**src/design/klvs_pkg.sv**
```systemverilog
// ----------------------------------------------------------------------------
// klvs_pkg
// Shared widths and the control word that travels down the cell chain.
// ----------------------------------------------------------------------------
package klvs_pkg;

  localparam int KEY_W    = 32;
  localparam int IN_VAL_W = 32;
  localparam int SUM_W    = 40;
  localparam int MAX_VW   = 32;

  typedef struct packed {
    logic valid;
    logic found;
    logic placed;
  } klvs_ctl_t;

endpackage

```
**src/design/klvs_out.sv**
```systemverilog
// ----------------------------------------------------------------------------
// klvs_out
// Running sum accumulator and result register at the end of the cell chain.
// ----------------------------------------------------------------------------
module klvs_out #(
  parameter int VW = 32
) (
  input  logic                       clk,
  input  logic                       rst_n,
  input  klvs_pkg::klvs_ctl_t        ctl_i,
  input  logic [VW:0]                delta_i,
  output logic                       adv,
  output logic                       out_valid,
  input  logic                       out_ready,
  output logic [klvs_pkg::SUM_W-1:0] out_running_sum,
  output logic                       out_key_was_new,
  output logic                       out_table_full
);

  logic                       valid_r;
  logic [klvs_pkg::SUM_W-1:0] sum_r;
  logic [klvs_pkg::SUM_W-1:0] sum_nxt;
  logic                       new_r;
  logic                       full_r;

  assign adv     = !valid_r || out_ready;
  assign sum_nxt = sum_r + {{(klvs_pkg::SUM_W-VW-1){delta_i[VW]}}, delta_i};

  always_ff @(posedge clk) begin
    if (!rst_n) begin
      valid_r <= 1'b0;
      sum_r   <= '0;
    end else if (adv) begin
      valid_r <= ctl_i.valid;
      if (ctl_i.valid) begin
        sum_r <= sum_nxt;
      end
    end
  end

  always_ff @(posedge clk) begin
    if (adv && ctl_i.valid) begin
      new_r  <= !ctl_i.found;
      full_r <= !ctl_i.found && !ctl_i.placed;
    end
  end

  assign out_valid       = valid_r;
  assign out_running_sum = sum_r;
  assign out_key_was_new = new_r;
  assign out_table_full  = full_r;

endmodule

```
**config.mk**
```make
export PLATFORM = sky130hd
export DESIGN_NAME = klvs_out
export DESIGN_NICKNAME = d
export VERILOG_FILES = /design/src/design/klvs_pkg.sv /design/src/design/klvs_out.sv
export SDC_FILE = /design/constraint.sdc
export NUM_CORES = 1
export LEC_CHECK = 0
export BUFFER_PORTS_ARGS = -buffer_cell sky130_fd_sc_hd__buf_2
export CORE_ASPECT_RATIO = 0.5
export CORE_MARGIN = 2
export CORE_UTILIZATION = 55
export DETAILED_ROUTE_END_ITERATION = 16
export PLACE_DENSITY = 0.89
export SYNTH_ARGS = -nofsm -noshare
export SYNTH_HDL_FRONTEND = slang
export SYNTH_SLANG_ARGS = --single-unit
```
**constraint.sdc**
```tcl
create_clock -name clk -period 4.6 [get_ports clk]
set_input_delay 0.92 -clock clk [delete_from_list [all_inputs] [get_ports clk]]
set_output_delay 0.92 -clock clk [all_outputs]
set_load 0.03 [all_outputs]
```
* Yosys cells after proc, flatten, opt, wreduce, memory -nomap -nowiden
Index checks and enable logic that the tools add are counted.
** Storage, ports and cells
- Register bits :: 43
- Latch bits :: 0
- RAM bits :: 0
- ROM bits :: 0
- Input bits :: 39
- Output and inout bits :: 44
- Logic and storage cells :: 12
- Memories :: 0
** Cells by class
- Add/subtract/negate cells :: 1
- $mul :: 0
- Divide/modulo/power cells :: 0
- Order comparisons :: 0
- Equal/unequal tests :: 0
- Shift-type cells :: 0
- Muxes and demuxes :: 0
- Bitwise gates (word level) :: 0
- Reductions and logical operators :: 7
** Operators by type and width (number)
- adder 40 bit :: 1
- logical NOT 1 bit :: 3
- logical AND 1 bit :: 2
- AND reduction 2 bit :: 1
- logical OR 1 bit :: 1

* Depth between registers and ports, before layout
Gate-level depths: netlist of run 1.
- Word-level depth :: 3
- Depth in mapped cells :: 10

* Least setup slack after synthesis of run 1
Ideal clock, no wire load.
- Path type :: input -> register
- Start point :: input port delta_i[0]
- End point :: register sum_r, in the netlist out_running_sum[32]
- Arrival :: 3.118 ns
- Slack :: 1.360 ns
- Stages on the path :: 10
- Buffers on the path :: 0
- Path through :: ha_1 fa_1 a21o_1 a221oi_2 o211a_4 o21ai_4 a211oi_2 o21a_1 o21ai_0 a221o_1
** On the way
- Cells in the longest elaborated chain, start to end :: 1
** RTL lines
- start: declaration :: line klvs_out.sv:11 : input logic [VW:0] delta_i,
- adder 40 bit :: line klvs_out.sv:27 : assign sum_nxt = sum_r + {{(klvs_pkg::SUM_W-VW-1){delta_i[VW]}}, delta_i};
- end signal: assignment :: line klvs_out.sv:36 : sum_r <= sum_nxt;
- end: declaration :: line klvs_out.sv:21 : logic [klvs_pkg::SUM_W-1:0] sum_r;
Every way passes these cells.
A chain may end at the register's enable or synchronous reset.

* Worst setup path in the final report of run 1
- Start point :: input port delta_i[0]
- End point :: register sum_r, in the netlist out_running_sum[38]
The elaborated chain is that of the path after synthesis.

==> results of run 1 <==
how the worst max path moves through the flow:
stage,from,to,slack (ns)
2_1_floorplan,delta_i[0],out_running_sum[32],1.36
3_3_place_gp,delta_i[0],out_running_sum[34],1.12
3_5_place_dp,delta_i[0],out_running_sum[34],1.06
4_1_cts,delta_i[0],out_running_sum[38],1.28
5_1_grt,delta_i[0],out_running_sum[34],1.10
6_report,delta_i[0],out_running_sum[38],1.26
cell usage after synthesis, types with 7 or more instances:
master,number
o21ai_0,15
clkbuf_1,26
o21ai_1,16
dfxtp_1,41
a21oi_1,58
nand2_1,66
nand3_1,16
o21bai_1,8
nor2_1,25
a211oi_1,7
xor2_1,7
a21o_1,27
nand4_1,18
ha_1,39
inv_1,12
xnor2_1,19
worst max-delay path: stages:
cell and delay, ns:
buf_2 0.10, ha_1 0.23, fa_1 0.42, a21o_1 0.21, a221oi_2 0.40, o211a_4 0.27
o21ai_1 0.12, a311oi_2 0.44, o21ai_1 0.18, a31o_1 0.25, nand3_1 0.06
power by group:
part	switching (uW)	total, uW	leakage [uW]	internal (uW)
combinational	525	834	0.00169	309
clock	161	361	0.0000658	200
sequential	44.7	474	0.000358	430
kinds of logic (layout without fill, tap and decap cells):
kind of cell,Yosys count,in the layout
buf+inv,43,107
xor+xnor,26,26
simple gates,160,160
mux,4,4
compound gates,172,172
flops,43,43
fa+ha+maj,40,40
routing by layer:
metal  vias to the layer above  part of all wire [%]
li1                       1923                     -
met5                         -                     0
met2                       234                    44
met3                        32                   9.6
met4                         0                   2.2
met1                      1876                    44
registers in the layout, summed over array words and instances, names as in the netlist:
name             count
out_valid            1
out_running_sum     40
out_key_was_new      1
out_table_full       1
cell type report:
| type | instances | share of cell area (%) |
|---|---|---|
| well taps | 92 | 2.658 |
| clock inverters | 3 | 0.4623 |
| inverters | 13 | 1.127 |
| clock buffers | 5 | 2.889 |
| flip-flops and latches | 43 | 20.34 |
| multi-input cells | 402 | 62.35 |
| repair buffers | 86 | 10.17 |
metrics by stage:
step                      hold WS [ns]  instances
after floorplan                 0.5854        488
after global placement          0.4494        636
after detailed placement        0.4606        636
after CTS                       0.4719        644
after global routing            0.4933        644
final                           0.4657        644
==> results.sh, run 1 <==
export IMPL_outcome="finished, final reports clean"
export IMPL_dieArea_sq_mm=0.007527
export IMPL_clk_latency_ns=0.29
export IMPL_first_pass_iters=5
export IMPL_cts_path_max_buffers=2
export IMPL_via_per_inst=6.312
export IMPL_synth_top_family_by_area="compound AO/OA/AOI/OAI gates"
export IMPL_min_from="out_running_sum[18]"
export IMPL_r2r_end="out_running_sum[38]"
export IMPL_pre_cts_slack_ns=1.057
export IMPL_dpl_instance_area_sq_mm=0.004185
export IMPL_crit_fanout=4
export IMPL_synth_edf_count=2
export IMPL_grt_util_met1_pct=39.55
export IMPL_met3_usage_pct=6.985
export IMPL_finalPower_uw=1670
export IMPL_avgSynthCellArea_sq_um=7.676
export IMPL_rsz0062_at_grt="false"
export IMPL_hold_viol=0
export IMPL_area_growth_synth_to_final_pct=15.60
export IMPL_coreArea_sq_mm=0.006648
export IMPL_cts_buffers=5
export IMPL_synth_compound_area_share_pct=30.79
export IMPL_hpwl_um=7836
export IMPL_finalSetupViolCount=0
export IMPL_synth_cells=488
export IMPL_grt_max_degree=33
export IMPL_ys_flop_type="dfxtp_1"
export IMPL_fin_crit_sh_pct=72.61
export IMPL_finalWorstSetupSlack_ns=1.260
export IMPL_min_path_cells=2
export IMPL_grt_pass1_vias=3782
export IMPL_die_y_um=62.36
export IMPL_min_path_type="register to register"
export IMPL_fin_worst_skew_ns=0.007827
export IMPL_required_ns=4.84
export IMPL_antenna_found_initial=0
export IMPL_num_io_pins=83
export IMPL_drive_gt1_share_pct=18.66
export IMPL_stdcell_area_sq_mm=0.004330
export IMPL_rows=21
export IMPL_synthSimpleGateAreaFrac_pct=20.57
export IMPL_final_common_cell="buf_2"
export IMPL_slew_viol_final=0
export IMPL_grtUsageMet2_pct=45.48
export IMPL_ff2ff_path_depth=10
export IMPL_busiest_layer="met2"
export IMPL_io_buffers=82
export IMPL_ys_warn_count=0
export IMPL_cp_end_kind="register"
export IMPL_drt_first_iter_violations=417
export IMPL_worstHoldEndpoint="out_running_sum[18]"
export IMPL_synth_mux_area_share_pct=1.069
export IMPL_reg2reg_slack_ns=1.67
export IMPL_grtUsageTotal_pct=28.97
export IMPL_fin_crit_ns=3.340
export IMPL_layout_common_cells="buf_2, nand2_1, a21oi_1, dfxtp_1, ha_1"
export IMPL_worstSetupPathType="input port to register"
export IMPL_peakVddDrop_mv=0.1787
export IMPL_final_nets=630
export IMPL_synth_seq_area_share_pct=23.51
export IMPL_start_kind="input port"
export IMPL_ys_ff_latch=43
export IMPL_regArea_sq_um=880.8
export IMPL_fillers=547
export IMPL_wl_um=10700
export IMPL_grt_pass1_wl_um=17760
export IMPL_drc=0
export IMPL_initial_core_util_pct=56.35
export IMPL_post_cts_buffers=0
export IMPL_n_antenna_cell=0
export IMPL_synthAdderAreaFrac_pct=13.56
export IMPL_clkTransAtPathRegs_ns=0.07
export IMPL_fmax_ghz=0.2994
export IMPL_synth_cell_types=61
export IMPL_htree_num_levels=2
export IMPL_grt_overflow=0
export IMPL_crit_arrival_ns=3.58
export IMPL_multi_input_area_sq_mm=0.002700
export IMPL_clock_root_buffer="clkbuf_16"
export IMPL_synth_top_area_share_pct=21.91
export IMPL_fin_util_pct=65.14
export IMPL_relSlewSlack_pct=57.32
export IMPL_cts_resized=0
export IMPL_cts_sinks=43
export IMPL_wl_per_cell_um=16.61
export IMPL_netlist_area_sq_mm=0.003746
export IMPL_finalSetupTns_ns=0
export IMPL_dr_total_vias=4065
export IMPL_p_leak_uw=0.002110
export IMPL_worstMarginPinSlew_ns=0.6379
export IMPL_synth_area_leader_cell="dfxtp_1"
export IMPL_cap_violations=0
export IMPL_synth_fp_nets=567
export IMPL_routabilityCongestion=0.9109
export IMPL_synthXorXnorAreaFrac_pct=6.079
export IMPL_cts_tree="built"
export IMPL_pwr_density_cell_mw_per_mm2=385.6
export IMPL_final_antenna_net_count=0
export IMPL_regToRegStartpoint="out_running_sum[0]"
export IMPL_fp_dieW_um=120.7
export IMPL_cts_hold_buf=0
export IMPL_synth_async_reset_ratio_pct=0
export IMPL_synth_top_cells_by_area="dfxtp_1, ha_1, a21oi_1"
(Power assumes the default switching activity.)
==> inputs of run 2 (changes only) <==
==> constraint.sdc (replaced) <==
create_clock -name clk -period 3.46 [get_ports clk]
set_input_delay 0.692 -clock clk [delete_from_list [all_inputs] [get_ports clk]]
set_output_delay 0.692 -clock clk [all_outputs]
set_load 0.03 [all_outputs]
==> results.sh, run 2 (same netlist as run 1, synthesis figures left out) <==
export IMPL_cts_resized=0
export IMPL_finalSetupTns_ns=0
export IMPL_finalPower_uw=2215
export IMPL_routabilityCongestion=0.9265
export IMPL_relSlewSlack_pct=58.18
export IMPL_cts_buffers=5
export IMPL_hold_ws_ns=0.4682
export IMPL_peakVddDrop_mv=0.2142
export IMPL_clkTransAtPathRegs_ns=0.07
export IMPL_slew_viol_final=0
export IMPL_wl_per_cell_um=16.13
export IMPL_finalWorstSetupSlack_ns=0.3024
export IMPL_p_leak_uw=0.002116
export IMPL_pwr_density_cell_mw_per_mm2=511.0
export IMPL_grt_max_degree=28
export IMPL_grt_pass1_wl_um=17210
export IMPL_area_growth_synth_to_final_pct=15.70
export IMPL_critPathMaxStageDelay_ns=0.46
export IMPL_hold_viol=0
export IMPL_num_io_pins=83
export IMPL_hpwl_um=7819
export IMPL_critPathSlowestCell="a311oi_2"
export IMPL_initial_core_util_pct=56.35
export IMPL_rsz0062_at_grt="false"
export IMPL_crit_chain="buf_2 > ha_1 > fa_1 > a21o_1 > a221oi_2 > o211a_4 > o21ai_1 > a311oi_2 > o21ai_1 > a31o_1 > nand3_1"
export IMPL_crit_fanout=4
export IMPL_die_y_um=62.36
export IMPL_cp_top_family="compound AO/OA/AOI/OAI gates"
export IMPL_drc=0
export IMPL_final_nets=631
export IMPL_final_common_cell="buf_2"
export IMPL_n_antenna_cell=0
export IMPL_cts_hold_buf=0
export IMPL_grtUsageTotal_pct=27.79
export IMPL_fillers=602
export IMPL_fmax_ghz=0.3167
export IMPL_fp_dieW_um=120.7
export IMPL_cts_path_max_buffers=2
export IMPL_cp_common_cell="o21ai_1"
export IMPL_worstSetupPathType="input port to register"
export IMPL_wl_um=10400
export IMPL_pre_cts_slack_ns=0.1282
export IMPL_coreArea_sq_mm=0.006648
export IMPL_finalSetupViolCount=0
export IMPL_cts_sinks=43
export IMPL_final_antenna_net_count=0
export IMPL_fin_crit_ns=3.158
export IMPL_clock_root_buffer="clkbuf_16"
export IMPL_cap_violations=0
export IMPL_htree_num_levels=2
export IMPL_required_ns=3.69
export IMPL_dp_cells=637
export IMPL_crit_arrival_ns=3.39
export IMPL_dr_total_vias=3982
export IMPL_first_pass_iters=5
export IMPL_drt_first_iter_violations=338
export IMPL_dieArea_sq_mm=0.007527
export IMPL_grt_overflow=0
export IMPL_io_buffers=82
export IMPL_crit_buf_inv=1
export IMPL_worstMarginPinSlew_ns=0.6250
export IMPL_fin_worst_skew_ns=0.01033
export IMPL_fin_crit_sh_pct=91.26
export IMPL_layout_common_cells="buf_2, nand2_1, a21oi_1, dfxtp_1, ha_1"
export IMPL_rows=21
export IMPL_clk_latency_ns=0.30
export IMPL_drive_gt1_share_pct=18.63
export IMPL_cts_tree="built"
export IMPL_grt_pass1_vias=3657
export IMPL_outcome="finished, final reports clean"
export IMPL_via_per_inst=6.174
export IMPL_cp_end_kind="register"
export IMPL_largest_register_ffs=40
export IMPL_instances_no_fill=645
export IMPL_min_path_type="register to register"
export IMPL_antenna_found_initial=0
export IMPL_post_cts_buffers=0
export IMPL_start_kind="input port"
==> run 2: path summary, 6_finish.rpt <==
check | slack [ns] | from | cells past startpoint | end
hold / removal | 0.47 | out_running_sum[25] | 2 | out_running_sum[25]
hold reg to reg | 0.47 | out_running_sum[25] | 2 | out_running_sum[25]
setup reg to reg | 0.49 | out_running_sum[0] | 10 | out_running_sum[38]
setup / recovery | 0.30 | delta_i[0] | 11 | out_running_sum[38]
==> run 2: layout make-up <==
type                            count  area, sq um  share of cell area, %
Clock inverter                      2        12.51                 0.2887
Inverter                           13        48.80                  1.126
Clock buffer                        6        128.9                  2.973
Sequential cell                    43        880.8                  20.32
Multi-Input combinational cell    402         2700                  62.30
Timing Repair Buffer               87        447.9                  10.33
Tap cell                           92        115.1                  2.656
==> run 2: per-stage QoR <==
stage                     util [%]  instance area [sq um]
final                        65.20                   4334
after CTS                    65.20                   4334
after global routing         65.20                   4334
after global placement       63.07                   4193
after detailed placement     63.07                   4193
after floorplan                  -                   3746
==> run 2: layer usage <==
metal	vias to the layer above	global-route usage (%)	wire length, um	share of wire [%]
li1	1926	-	-	-
met1	1870	38.17	4685	45
met2	169	44.63	4771	46
met3	17	5.515	813	7.8
met4	0	7.413	133	1.3
met5	-	0	0	0
==> run 2: tightest hold or removal path, stage by stage, from the launching register on <==
cell and delay, ns:
dfxtp_1 0.32, nand2_1 0.05, o21ai_1 0.05
==> run 2: power by group <==
| group | internal (uW) | total (uW) | switching (uW) | leakage, uW |
|---|---|---|---|---|
| Sequential | 571 | 630 | 59.2 | 0.000358 |
| Clock | 267 | 478 | 211 | 0.0000669 |
| Combinational | 414 | 1110 | 692 | 0.00169 |
| Total | 1250 | 2210 | 963 | 0.00212 |
