### config.mk
export PLATFORM = sky130hd
export DESIGN_NAME = klvs_cell
export DESIGN_NICKNAME = d
export VERILOG_FILES = /design/src/design/klvs_pkg.sv /design/src/design/klvs_cell.sv
export SDC_FILE = /design/constraint.sdc
export NUM_CORES = 1
export LEC_CHECK = 0
export BUFFER_PORTS_ARGS = -buffer_cell sky130_fd_sc_hd__buf_2
export CAP_MARGIN = 30
export CORE_MARGIN = 2
export CORE_UTILIZATION = 30
export DETAILED_ROUTE_END_ITERATION = 10
export PLACE_DENSITY = 0.58
export SYNTH_ARGS = -nofsm -noshare
export SYNTH_HDL_FRONTEND = slang
export SYNTH_SLANG_ARGS = --single-unit
### constraint.sdc
create_clock -name clk -period 14.1 [get_ports clk]
set_input_delay 2.115 -clock clk [delete_from_list [all_inputs] [get_ports clk]]
set_output_delay 2.115 -clock clk [all_outputs]
set_load 0.02 [all_outputs]
### src/design/klvs_pkg.sv
// ----------------------------------------------------------------------------
// klvs_pkg
// Shared widths and the control word that travels down the cell chain.
// ----------------------------------------------------------------------------
package klvs_pkg;

  localparam int KEY_W    = 32;
  localparam int IN_VAL_W = 32;
  localparam int SUM_W    = 40;
  localparam int MAX_VW   = 32;

  typedef struct packed {
    logic valid;
    logic found;
    logic placed;
  } klvs_ctl_t;

endpackage

### src/design/klvs_cell.sv
// ----------------------------------------------------------------------------
// klvs_cell
// One table entry plus one stage of the request pipeline that passes through it.
// ----------------------------------------------------------------------------
module klvs_cell #(
  parameter int VW = 32
) (
  input  logic                       clk,
  input  logic                       rst_n,
  input  logic                       adv,
  input  klvs_pkg::klvs_ctl_t        ctl_i,
  input  logic [klvs_pkg::KEY_W-1:0] key_i,
  input  logic [VW-1:0]              val_i,
  input  logic [VW:0]                delta_i,
  output klvs_pkg::klvs_ctl_t        ctl_o,
  output logic [klvs_pkg::KEY_W-1:0] key_o,
  output logic [VW-1:0]              val_o,
  output logic [VW:0]                delta_o
);

  logic                       vld_r;
  logic [klvs_pkg::KEY_W-1:0] key_r;
  logic [VW-1:0]              val_r;
  klvs_pkg::klvs_ctl_t        ctl_r;
  klvs_pkg::klvs_ctl_t        ctl_nxt;
  logic [klvs_pkg::KEY_W-1:0] tkey_r;
  logic [VW-1:0]              tval_r;
  logic [VW:0]                delta_r;
  logic [VW:0]                delta_nxt;
  logic                       open;
  logic                       hit;
  logic                       place;

  assign open  = ctl_i.valid && !ctl_i.found && !ctl_i.placed;
  assign hit   = open && vld_r && (key_r == key_i);
  assign place = open && !vld_r;

  always_comb begin
    ctl_nxt        = ctl_i;
    ctl_nxt.found  = ctl_i.found || hit;
    ctl_nxt.placed = ctl_i.placed || place;
    if (hit) begin
      delta_nxt = {val_i[VW-1], val_i} - {val_r[VW-1], val_r};
    end else if (place) begin
      delta_nxt = {val_i[VW-1], val_i};
    end else begin
      delta_nxt = delta_i;
    end
  end

  always_ff @(posedge clk) begin
    if (!rst_n) begin
      vld_r <= 1'b0;
      ctl_r <= '0;
    end else if (adv) begin
      ctl_r <= ctl_nxt;
      if (place) begin
        vld_r <= 1'b1;
      end
    end
  end

  always_ff @(posedge clk) begin
    if (adv) begin
      tkey_r  <= key_i;
      tval_r  <= val_i;
      delta_r <= delta_nxt;
      if (place) begin
        key_r <= key_i;
      end
      if (hit || place) begin
        val_r <= val_i;
      end
    end
  end

  assign ctl_o   = ctl_r;
  assign key_o   = tkey_r;
  assign val_o   = tval_r;
  assign delta_o = delta_r;

endmodule

# Yosys cells after proc, flatten, opt, wreduce, memory -nomap -nowiden
# Index checks and enable logic that the tools add are counted.
# word_totals
regBits	165
in_bits	103
out_inout_bits	100
word_cells	26
# op_classes
add_sub_neg	1
eq_ne	1
mux	2
reduce_logical	13
# ops
op	n
$mux W33	2
$sub A32 B32 Y33	1
$eq A32 B32 Y1	1
$logic_and A1 B1 Y1	5
$reduce_and A2 Y1	2
$logic_not A1 Y1	3
$logic_or A1 B1 Y1	3

# Depth between registers and ports, before layout
# Gate-level depths: netlist of run 1.
# logic_depth
ltp_word	7
ltp_mapped	11
ltp_nobuf	11

# Worst setup path before layout of run 1
# No wires, ideal clock.
# synth_path
path_type	input port to flip-flop
from	input port ctl_i[1] (netlist bit)
to	register val_r[0], enable pin
setup_ns	0.430
t_arrival_ns	5.471
required_ns	13.670
setup_slack_ns	8.199
cell_stages	7
path_buffers	2
path_cell_list	or3b_4 or4_4 nor4_4 nand4_4 buf_6 buf_2 a21boi_1
# synth_via
elab_chain_len	7
elab_cells_between_ends	8
cone_classes	reduce/logical: 8
# synth_lines
item	line	source
from (decl)	klvs_cell.sv:11	input klvs_pkg::klvs_ctl_t ctl_i,
$logic_not A1 Y1 *	klvs_cell.sv:34	assign open = ctl_i.valid && !ctl_i.found && !ctl_i.placed;
$logic_and A1 B1 Y1 * (2 in series)	klvs_cell.sv:34	
$logic_and A1 B1 Y1 (2 in series)	klvs_cell.sv:35	assign hit = open && vld_r && (key_r == key_i);
$logic_or A1 B1 Y1 *	klvs_cell.sv:71	if (hit || place) begin
$reduce_and A2 Y1 (no line) *	n/a	
to (signal assigned)	klvs_cell.sv:72	val_r <= val_i;
to (decl)	klvs_cell.sv:23	logic [VW-1:0] val_r;
# Every way passes the cells marked *; elsewhere a longest branch is shown, timed or not.
# A chain may end at the register's enable or synchronous reset.

# Final worst setup path of run 1
# layout_path
from	input port ctl_i[1] (netlist bit)
to	register val_r[18], enable pin
# Same word-level chain as after synthesis.

==> impl_metrics.prom, run 1 <==
# TYPE chip_impl_metric gauge
chip_impl_metric{name="post-cts-setup-buffer-count",unit=""} 0
chip_impl_metric{name="max-cap-violations",unit=""} 0
chip_impl_metric{name="drcViolationCount",unit=""} 0
chip_impl_metric{name="tritoncts.num_buffers",unit=""} 17
chip_impl_metric{name="clkLatencyLatePin",unit="ns"} 0.43
chip_impl_metric{name="clock-sinks",unit=""} 165
chip_impl_metric{name="grt_antenna_before_repair",unit=""} 1
chip_impl_metric{name="std_cell_rows",unit=""} 60
chip_impl_metric{name="powerDensity",unit="mW/mm^2"} 124
chip_impl_metric{name="pin_count",unit=""} 203
chip_impl_metric{name="seq_power_share",unit=""} 0.455
chip_impl_metric{name="endpoint_required_time_on_the_critical_path",unit="ns"} 14.23
chip_impl_metric{name="grt_max_degree",unit=""} 57
chip_impl_metric{name="routed_wl",unit="mm"} 20.8
chip_impl_metric{name="cp_max_fanout",unit=""} 44
chip_impl_info{name="rsz0062_at_grt",value="false"} 1
chip_impl_metric{name="worst_margin_slew",unit="ns"} 0.836
chip_impl_metric{name="viasPerCell",unit=""} 4.82
chip_impl_metric{name="clock-skew-final",unit="ns"} 0.0141
chip_impl_metric{name="post_drt_wl_per_cell",unit="microns"} 17.4
chip_impl_metric{name="time_the_worst_path_needs_with_i_o_delays_and_setup",unit="ns"} 5.22
chip_impl_info{name="combinational_family_with_the_most_area_after_synthesis",value="compound AO/OA/AOI/OAI gates"} 1
chip_impl_metric{name="synthSimpleGateAreaFrac",unit=""} 0.101
chip_impl_info{name="postSynth.topFlopCell",value="edfxtp_1"} 1
chip_impl_info{name="cts.root.buffer_cell",value="clkbuf_16"} 1
chip_impl_metric{name="cp.arrival",unit="ns"} 5.35
chip_impl_metric{name="fmaxAchievable",unit="MHz"} 192
chip_impl_metric{name="setup_total_negative_slack",unit="ns"} 0
chip_impl_metric{name="synth_nets",unit=""} 767
chip_impl_metric{name="report.final.setup_viol",unit=""} 0
chip_impl_metric{name="syn-instance-count",unit=""} 631
chip_impl_metric{name="synth-warning-count",unit=""} 0
chip_impl_metric{name="clock_power_share",unit=""} 0.409
chip_impl_metric{name="core_area",unit="sq mm"} 0.0268
chip_impl_info{name="hold_path_class",value="register to register"} 1
chip_impl_info{name="critical_path_class",value="primary input to register"} 1
chip_impl_metric{name="grt_first_pass_wirelength",unit="mm"} 31.5
chip_impl_metric{name="timing_max_transition_violations_final",unit=""} 0
chip_impl_info{name="synthMostInstantiatedCell",value="edfxtp_1"} 1
chip_impl_metric{name="synth_largest_type_area_fraction",unit=""} 0.595
chip_impl_metric{name="vias",unit=""} 5754
chip_impl_metric{name="synthXorXnorAreaFrac",unit=""} 0.0614
chip_impl_metric{name="cts.htree.levels",unit=""} 4
chip_impl_metric{name="fp.dieH",unit="microns"} 169
chip_impl_metric{name="dr.pass1.iters",unit=""} 4
chip_impl_metric{name="dp_hpwl",unit="mm"} 15.3
chip_impl_metric{name="synthesis.area_per_instance",unit="sq um"} 12.9
chip_impl_metric{name="pwr-share-comb",unit=""} 0.136
chip_impl_metric{name="synth-compound-area-share",unit=""} 0.103
chip_impl_metric{name="initial_core_util",unit=""} 0.303
chip_impl_info{name="ys_top_cells_by_count",value="161 x edfxtp_1, 41 x xnor2_1, 40 x a21oi_1, 40 x inv_1, 39 x nand2_1"} 1
chip_impl_metric{name="cts.reportedPaths.clkPinSlew",unit="ns"} 0.07
chip_impl_metric{name="global_route.usage.total",unit=""} 0.144
chip_impl_info{name="result_of_the_run",value="finished clean"} 1
chip_impl_metric{name="max-vdd-ir-drop",unit="V"} 0.0000599
chip_impl_metric{name="area_growth_syn_to_layout",unit="%"} 25.6
chip_impl_metric{name="synth-seq-cells",unit=""} 165
chip_impl_metric{name="post_cts.resized_instances",unit=""} 0
chip_impl_metric{name="intPower",unit="uW"} 935
chip_impl_info{name="cts_tree",value="done"} 1
chip_impl_metric{name="timing.slew.headroom",unit=""} 0.442
chip_impl_metric{name="drtIter0Drc",unit=""} 439
chip_impl_metric{name="place.gp.congestion",unit=""} 0.833
chip_impl_info{name="crit_path_end_kind",value="register"} 1
chip_impl_metric{name="diodes",unit=""} 0
chip_impl_metric{name="syn_area",unit="sq mm"} 0.00813
chip_impl_metric{name="synth_enable_flop_cells",unit=""} 161
chip_impl_metric{name="postSynth.asyncResetShare",unit=""} 0
chip_impl_metric{name="cellLeakagePower",unit="nW"} 4.18
chip_impl_metric{name="buffer_ports.inserted",unit=""} 202
chip_impl_metric{name="floorplan.die_area",unit="sq mm"} 0.0284
chip_impl_info{name="synthDominantAreaCellType",value="edfxtp_1"} 1
chip_impl_metric{name="nNetsFinal",unit=""} 976
chip_impl_metric{name="chipWidth",unit="microns"} 169
chip_impl_metric{name="report.final.hold_viol_count",unit=""} 0
chip_impl_metric{name="p_sw",unit="uW"} 330
chip_impl_metric{name="globalRoute.totalOverflow",unit=""} 0
chip_impl_metric{name="clockBufferDepth",unit=""} 2
chip_impl_metric{name="synth_fa_ha_area_frac",unit=""} 0.0517
chip_impl_metric{name="post_synth_num_cell_types",unit=""} 60
chip_impl_metric{name="hold_buffers",unit=""} 0
chip_impl_metric{name="post_route_cells_drive_above_1_share",unit=""} 0.302
chip_impl_metric{name="holdWs",unit="ns"} 0.517
chip_impl_metric{name="yosysSeqAreaShare",unit=""} 0.605
chip_impl_metric{name="post_synthesis_mux_area_share",unit=""} 0.0490
chip_impl_metric{name="power.share.switching",unit=""} 0.261
chip_impl_metric{name="layout_worst_path_cycle_share",unit=""} 0.370
chip_impl_metric{name="postRouteAntennaNets",unit=""} 0
chip_impl_info{name="setup.worst_path.start_class",value="primary input"} 1
chip_impl_info{name="ys_top_cells_by_area",value="edfxtp_1 59%, ha_1 4.9%, xnor2_1 4.4%, mux2i_1 4.1%, a21oi_1 2.5%"} 1
chip_impl_metric{name="grt_pass1_vias",unit=""} 5689
[cells in the final DEF (no fill, tap or decap), drive strengths merged, types with 5 or more instances in the layout]
master,count
a211oi,5
o21ai,22
nand4,15
a21oi,40
clkbuf,17
buf,208
xnor2,41
inv,48
mux2i,33
nand3,12
a31oi,6
nand2,39
ha,32
mux2,6
and3,6
edfxtp,161
nor2,37
o21a,8
nor2b,8
a21o,18
xor2,16
[routing by layer]
layer | share of wire | up-vias | track usage
li1 | - | 2784 | -
met2 | 0.45 | 215 | 0.229
met3 | 0.064 | 27 | 0.0334
met5 | 0.00034 | - | 0
met1 | 0.46 | 2726 | 0.193
met4 | 0.020 | 2 | 0.0502
[cell type report]
cell class	count	area, sq um
multi-input cells	408	2990
flip-flops and latches	165	4910
fillers	2594	16600
clock inverters	15	215
inverters	40	150
clock buffers	17	425
well taps	341	427
repair buffers	208	1080
[logic make-up (layout without fill, tap and decap cells)]
family,Yosys count,after routing
compound gates,127,127
xor+xnor,57,57
mux,39,39
buf+inv,58,280
simple gates,152,152
flops,165,165
fa+ha+maj,33,33
[worst max-delay path, cell delays in order]
cell	delay, ns
buf_2	0.11
or3b_4	0.42
or4_4	0.56
nor4_4	0.33
nand4_4	0.67
a21boi_4	0.87
buf_16	0.23
[through the flow]
| step | setup slack [ns] | area, sq um | utilization | instances | power (mW) |
|---|---|---|---|---|---|
| after global placement | 8.25 | 9540 | 0.356 | 1161 | 0.758 |
| final | 8.88 | 10200 | 0.381 | 1194 | 1.26 |
| after floorplan | 8.20 | 8130 | - | 631 | 0.686 |
| after detailed placement | 8.33 | 9560 | 0.357 | 1162 | 0.759 |
| after global routing | 8.65 | 10200 | 0.381 | 1194 | 1.31 |
| after CTS | 8.78 | 10200 | 0.381 | 1194 | 1.28 |
[final timing paths]
kind                                from        end  slack [ns]  depth (start not counted)
worst max-delay path            ctl_i[1]  val_r[18]        8.88                          7
worst min-delay path            ctl_o[2]   ctl_o[2]        0.52                          2
worst max register to register  key_r[7]  val_r[18]       10.58                          6
worst min register to register  ctl_o[2]   ctl_o[2]        0.52                          2
[registers in the layout (all words and copies together) (netlist names)]
register  flops
delta_o      33
key_r        32
vld_r         1
val_r        32
ctl_o         3
key_o        32
val_o        32
[power by group through the flow]
stage	Combinational (mW)	Sequential (mW)	Clock, mW
after global routing	0.187	0.578	0.545
after CTS	0.173	0.576	0.528
after global placement	0.171	0.587	0
after detailed placement	0.173	0.587	0
after floorplan	0.0670	0.619	0
final	0.172	0.576	0.517
No activity file was read; power rests on OpenSTA's default activity.
==> run 2: changes to the inputs <==
--- a/config.mk
+++ b/config.mk
@@ -10,7 +10,7 @@
 export CORE_MARGIN = 2
 export CORE_UTILIZATION = 30
 export DETAILED_ROUTE_END_ITERATION = 10
-export PLACE_DENSITY = 0.58
+export PLACE_DENSITY = 0.6
 export SYNTH_ARGS = -nofsm -noshare
 export SYNTH_HDL_FRONTEND = slang
 export SYNTH_SLANG_ARGS = --single-unit
==> constraint.sdc (replaced) <==
create_clock -name clk -period 4.5 [get_ports clk]
set_input_delay 0.675 -clock clk [delete_from_list [all_inputs] [get_ports clk]]
set_output_delay 0.675 -clock clk [all_outputs]
set_load 0.02 [all_outputs]
==> run 2 against run 1 <==
  * Non-clock buffer count rose by 4
  * Cell count rose by 0.34%
  * Combinational power rose to 3.1 times the previous value
  * Routed wire length rose by 3.5%
  * Critical endpoint is now delta_o[31]
  * Sequential share of layout area rose by 0.42 points
  * Global-route usage rose by 0.75 points
  * First-iteration DRC count rose by 12%
  * Worst hold slack got worse by 0.056 ns
  * Worst setup slack got worse by 7.5 ns
  * Total power rose to 3.0 times the previous value
  * Die area did not move
==> impl_metrics.prom, run 2 (synthesis gave the netlist of run 1 again) <==
# TYPE chip_impl_metric gauge
chip_impl_metric{name="cp.arrival",unit="ns"} 3.47
chip_impl_metric{name="ff2ff_path_depth",unit=""} 11
chip_impl_metric{name="finalCoreUtilization",unit=""} 0.377
chip_impl_metric{name="timing_max_transition_violations_final",unit=""} 0
chip_impl_metric{name="endpoint_required_time_on_the_critical_path",unit="ns"} 4.81
chip_impl_metric{name="viasPerCell",unit=""} 4.88
chip_impl_metric{name="place.gp.congestion",unit=""} 0.871
chip_impl_metric{name="drtIter0Drc",unit=""} 492
chip_impl_info{name="crit_path_end_kind",value="register"} 1
chip_impl_metric{name="floorplan.die_area",unit="sq mm"} 0.0284
chip_impl_metric{name="largest_register_ffs",unit=""} 33
chip_impl_metric{name="report.final.hold_viol_count",unit=""} 0
chip_impl_metric{name="layout_worst_path_cycle_share",unit=""} 0.704
chip_impl_metric{name="clockBufferDepth",unit=""} 2
chip_impl_metric{name="post_cts.resized_instances",unit=""} 0
chip_impl_metric{name="initial_core_util",unit=""} 0.303
chip_impl_metric{name="clkLatencyLatePin",unit="ns"} 0.43
chip_impl_metric{name="area_growth_syn_to_layout",unit="%"} 24.5
chip_impl_metric{name="cellLeakagePower",unit="nW"} 4.15
chip_impl_metric{name="worst_margin_slew",unit="ns"} 0.863
chip_impl_metric{name="core_area",unit="sq mm"} 0.0268
chip_impl_metric{name="post_route_cells_drive_above_1_share",unit=""} 0.306
chip_impl_metric{name="grt_first_pass_wirelength",unit="mm"} 32.6
chip_impl_info{name="cts.root.buffer_cell",value="clkbuf_16"} 1
chip_impl_metric{name="clock-sinks",unit=""} 165
chip_impl_info{name="min_from",value="key_i[31]"} 1
chip_impl_metric{name="grt_max_degree",unit=""} 43
chip_impl_info{name="cts_tree",value="done"} 1
chip_impl_metric{name="cts.reportedPaths.clkPinSlew",unit="ns"} 0.07
chip_impl_metric{name="fin_total_pwr",unit="mW"} 3.73
chip_impl_metric{name="instances_no_fill",unit=""} 1198
chip_impl_metric{name="nNetsFinal",unit=""} 980
chip_impl_info{name="result_of_the_run",value="finished clean"} 1
chip_impl_metric{name="powerDensity",unit="mW/mm^2"} 369
chip_impl_metric{name="max-vdd-ir-drop",unit="V"} 0.000158
chip_impl_info{name="setup.worst_path.start_class",value="primary input"} 1
chip_impl_metric{name="reg2reg_slack",unit="ns"} 1.48
chip_impl_info{name="layout_common_cells",value="201 x buf_2, 161 x edfxtp_1, 41 x xnor2_1"} 1
chip_impl_info{name="critical_path_class",value="primary input to register"} 1
chip_impl_metric{name="nFillCells",unit=""} 2597
chip_impl_metric{name="fmaxAchievable",unit="MHz"} 316
chip_impl_metric{name="chipWidth",unit="microns"} 169
chip_impl_info{name="crit_start",value="ctl_i[1]"} 1
chip_impl_metric{name="buffer_ports.inserted",unit=""} 202
chip_impl_metric{name="global_route.usage.total",unit=""} 0.151
chip_impl_info{name="critical_path.reg2reg.startpoint",value="val_r[0]"} 1
chip_impl_metric{name="post-cts-setup-buffer-count",unit=""} 0
chip_impl_metric{name="seq_power_share",unit=""} 0.485
chip_impl_metric{name="setup_total_negative_slack",unit="ns"} 0
chip_impl_metric{name="routed_wl",unit="mm"} 21.5
chip_impl_metric{name="globalRoute.totalOverflow",unit=""} 0
chip_impl_metric{name="numPlacedInstances",unit=""} 1166
chip_impl_metric{name="post_drt_wl_per_cell",unit="microns"} 18.0
chip_impl_metric{name="clock-skew-final",unit="ns"} 0.00879
chip_impl_metric{name="time_the_worst_path_needs_with_i_o_delays_and_setup",unit="ns"} 3.17
chip_impl_metric{name="dr.pass1.iters",unit=""} 5
chip_impl_metric{name="diodes",unit=""} 0
chip_impl_metric{name="postRouteAntennaNets",unit=""} 0
chip_impl_metric{name="dp_hpwl",unit="mm"} 15.9
chip_impl_metric{name="grt_pass1_vias",unit=""} 5657
chip_impl_metric{name="vias",unit=""} 5846
chip_impl_metric{name="clock_power_share",unit=""} 0.371
chip_impl_info{name="layout_commonest_cell",value="buf_2"} 1
chip_impl_metric{name="power.share.switching",unit=""} 0.275
chip_impl_metric{name="fp.dieH",unit="microns"} 169
chip_impl_metric{name="drcViolationCount",unit=""} 0
chip_impl_metric{name="report.final.setup_viol",unit=""} 0
chip_impl_metric{name="cts.htree.levels",unit=""} 4
chip_impl_metric{name="std_cell_rows",unit=""} 60
chip_impl_metric{name="fin_area",unit="sq mm"} 0.0101
chip_impl_metric{name="max-cap-violations",unit=""} 0
chip_impl_metric{name="pin_count",unit=""} 203
chip_impl_metric{name="grt_antenna_before_repair",unit=""} 0
chip_impl_metric{name="intPower",unit="mW"} 2.71
chip_impl_metric{name="p_sw",unit="mW"} 1.03
chip_impl_metric{name="whs_path_depth",unit=""} 1
chip_impl_metric{name="cp_max_fanout",unit=""} 28
chip_impl_metric{name="pwr-share-comb",unit=""} 0.144
chip_impl_metric{name="post_dp_cell_area",unit="sq mm"} 0.00957
chip_impl_metric{name="tritoncts.num_buffers",unit=""} 17
chip_impl_info{name="hold_path_class",value="primary input to register"} 1
chip_impl_metric{name="hold_buffers",unit=""} 0
chip_impl_metric{name="timing.slew.headroom",unit=""} 0.423
chip_impl_info{name="rsz0062_at_grt",value="false"} 1
==> run 2: changes by cell type in the layout (fill, tap and decap cells not counted), sizes merged <==
cell      previous run  this run
buf                208       212
bufinv               4         0
clkbuf              17        18
clkinv               3         9
clkinvlp             0         1
inv                 48        44
==> run 2: layer usage <==
layer	part of all wire	global-route usage	vias up
met5	0	0	-
met4	0.018	0.0491	0
met3	0.053	0.0309	26
met2	0.47	0.249	223
met1	0.46	0.200	2795
li1	-	-	2802
==> run 2: power groups by stage <==
stage	Sequential (mW)	Clock, mW	Combinational, mW
2_1_floorplan	1.94	0	0.210
3_3_place_gp	1.84	0	0.541
3_5_place_dp	1.84	0	0.542
4_1_cts	1.81	1.43	0.545
5_1_grt	1.82	1.48	0.589
6_report	1.81	1.39	0.539
==> run 2: critical path, cell delays in order <==
cell	delay, ns
buf_2	0.12
or3b_4	0.44
or4_4	0.56
nor4_4	0.32
nand4_4	0.48
buf_4	0.41
o311ai_1	0.30
a41oi_1	0.07
nand2_1	0.08
==> run 2: final timing paths <==
path                                    end
worst max-delay path            delta_o[31]
worst max register to register  delta_o[28]
worst min register to register     ctl_o[1]
worst min-delay path              key_o[31]
==> run 2: area by class of cell <==
type / instances / area (sq um) / share of cell area
Inverter: 40 / 150 / 0.0148
Clock inverter: 14 / 103 / 0.0101
Multi-Input combinational cell: 408 / 2990 / 0.296
Sequential cell: 165 / 4910 / 0.486
Clock buffer: 18 / 439 / 0.0434
Tap cell: 341 / 427 / 0.0422
Timing Repair Buffer: 212 / 1090 / 0.108
==> run 2: metrics by stage <==
step / setup WS [ns] / hold WS, ns
finish: 1.33 / 0.461
detailed placement: 0.860 / 0.532
floorplan: 0.0389 / 0.499
global route: 1.16 / 0.444
CTS: 1.32 / 0.442
global placement: 0.886 / 0.546
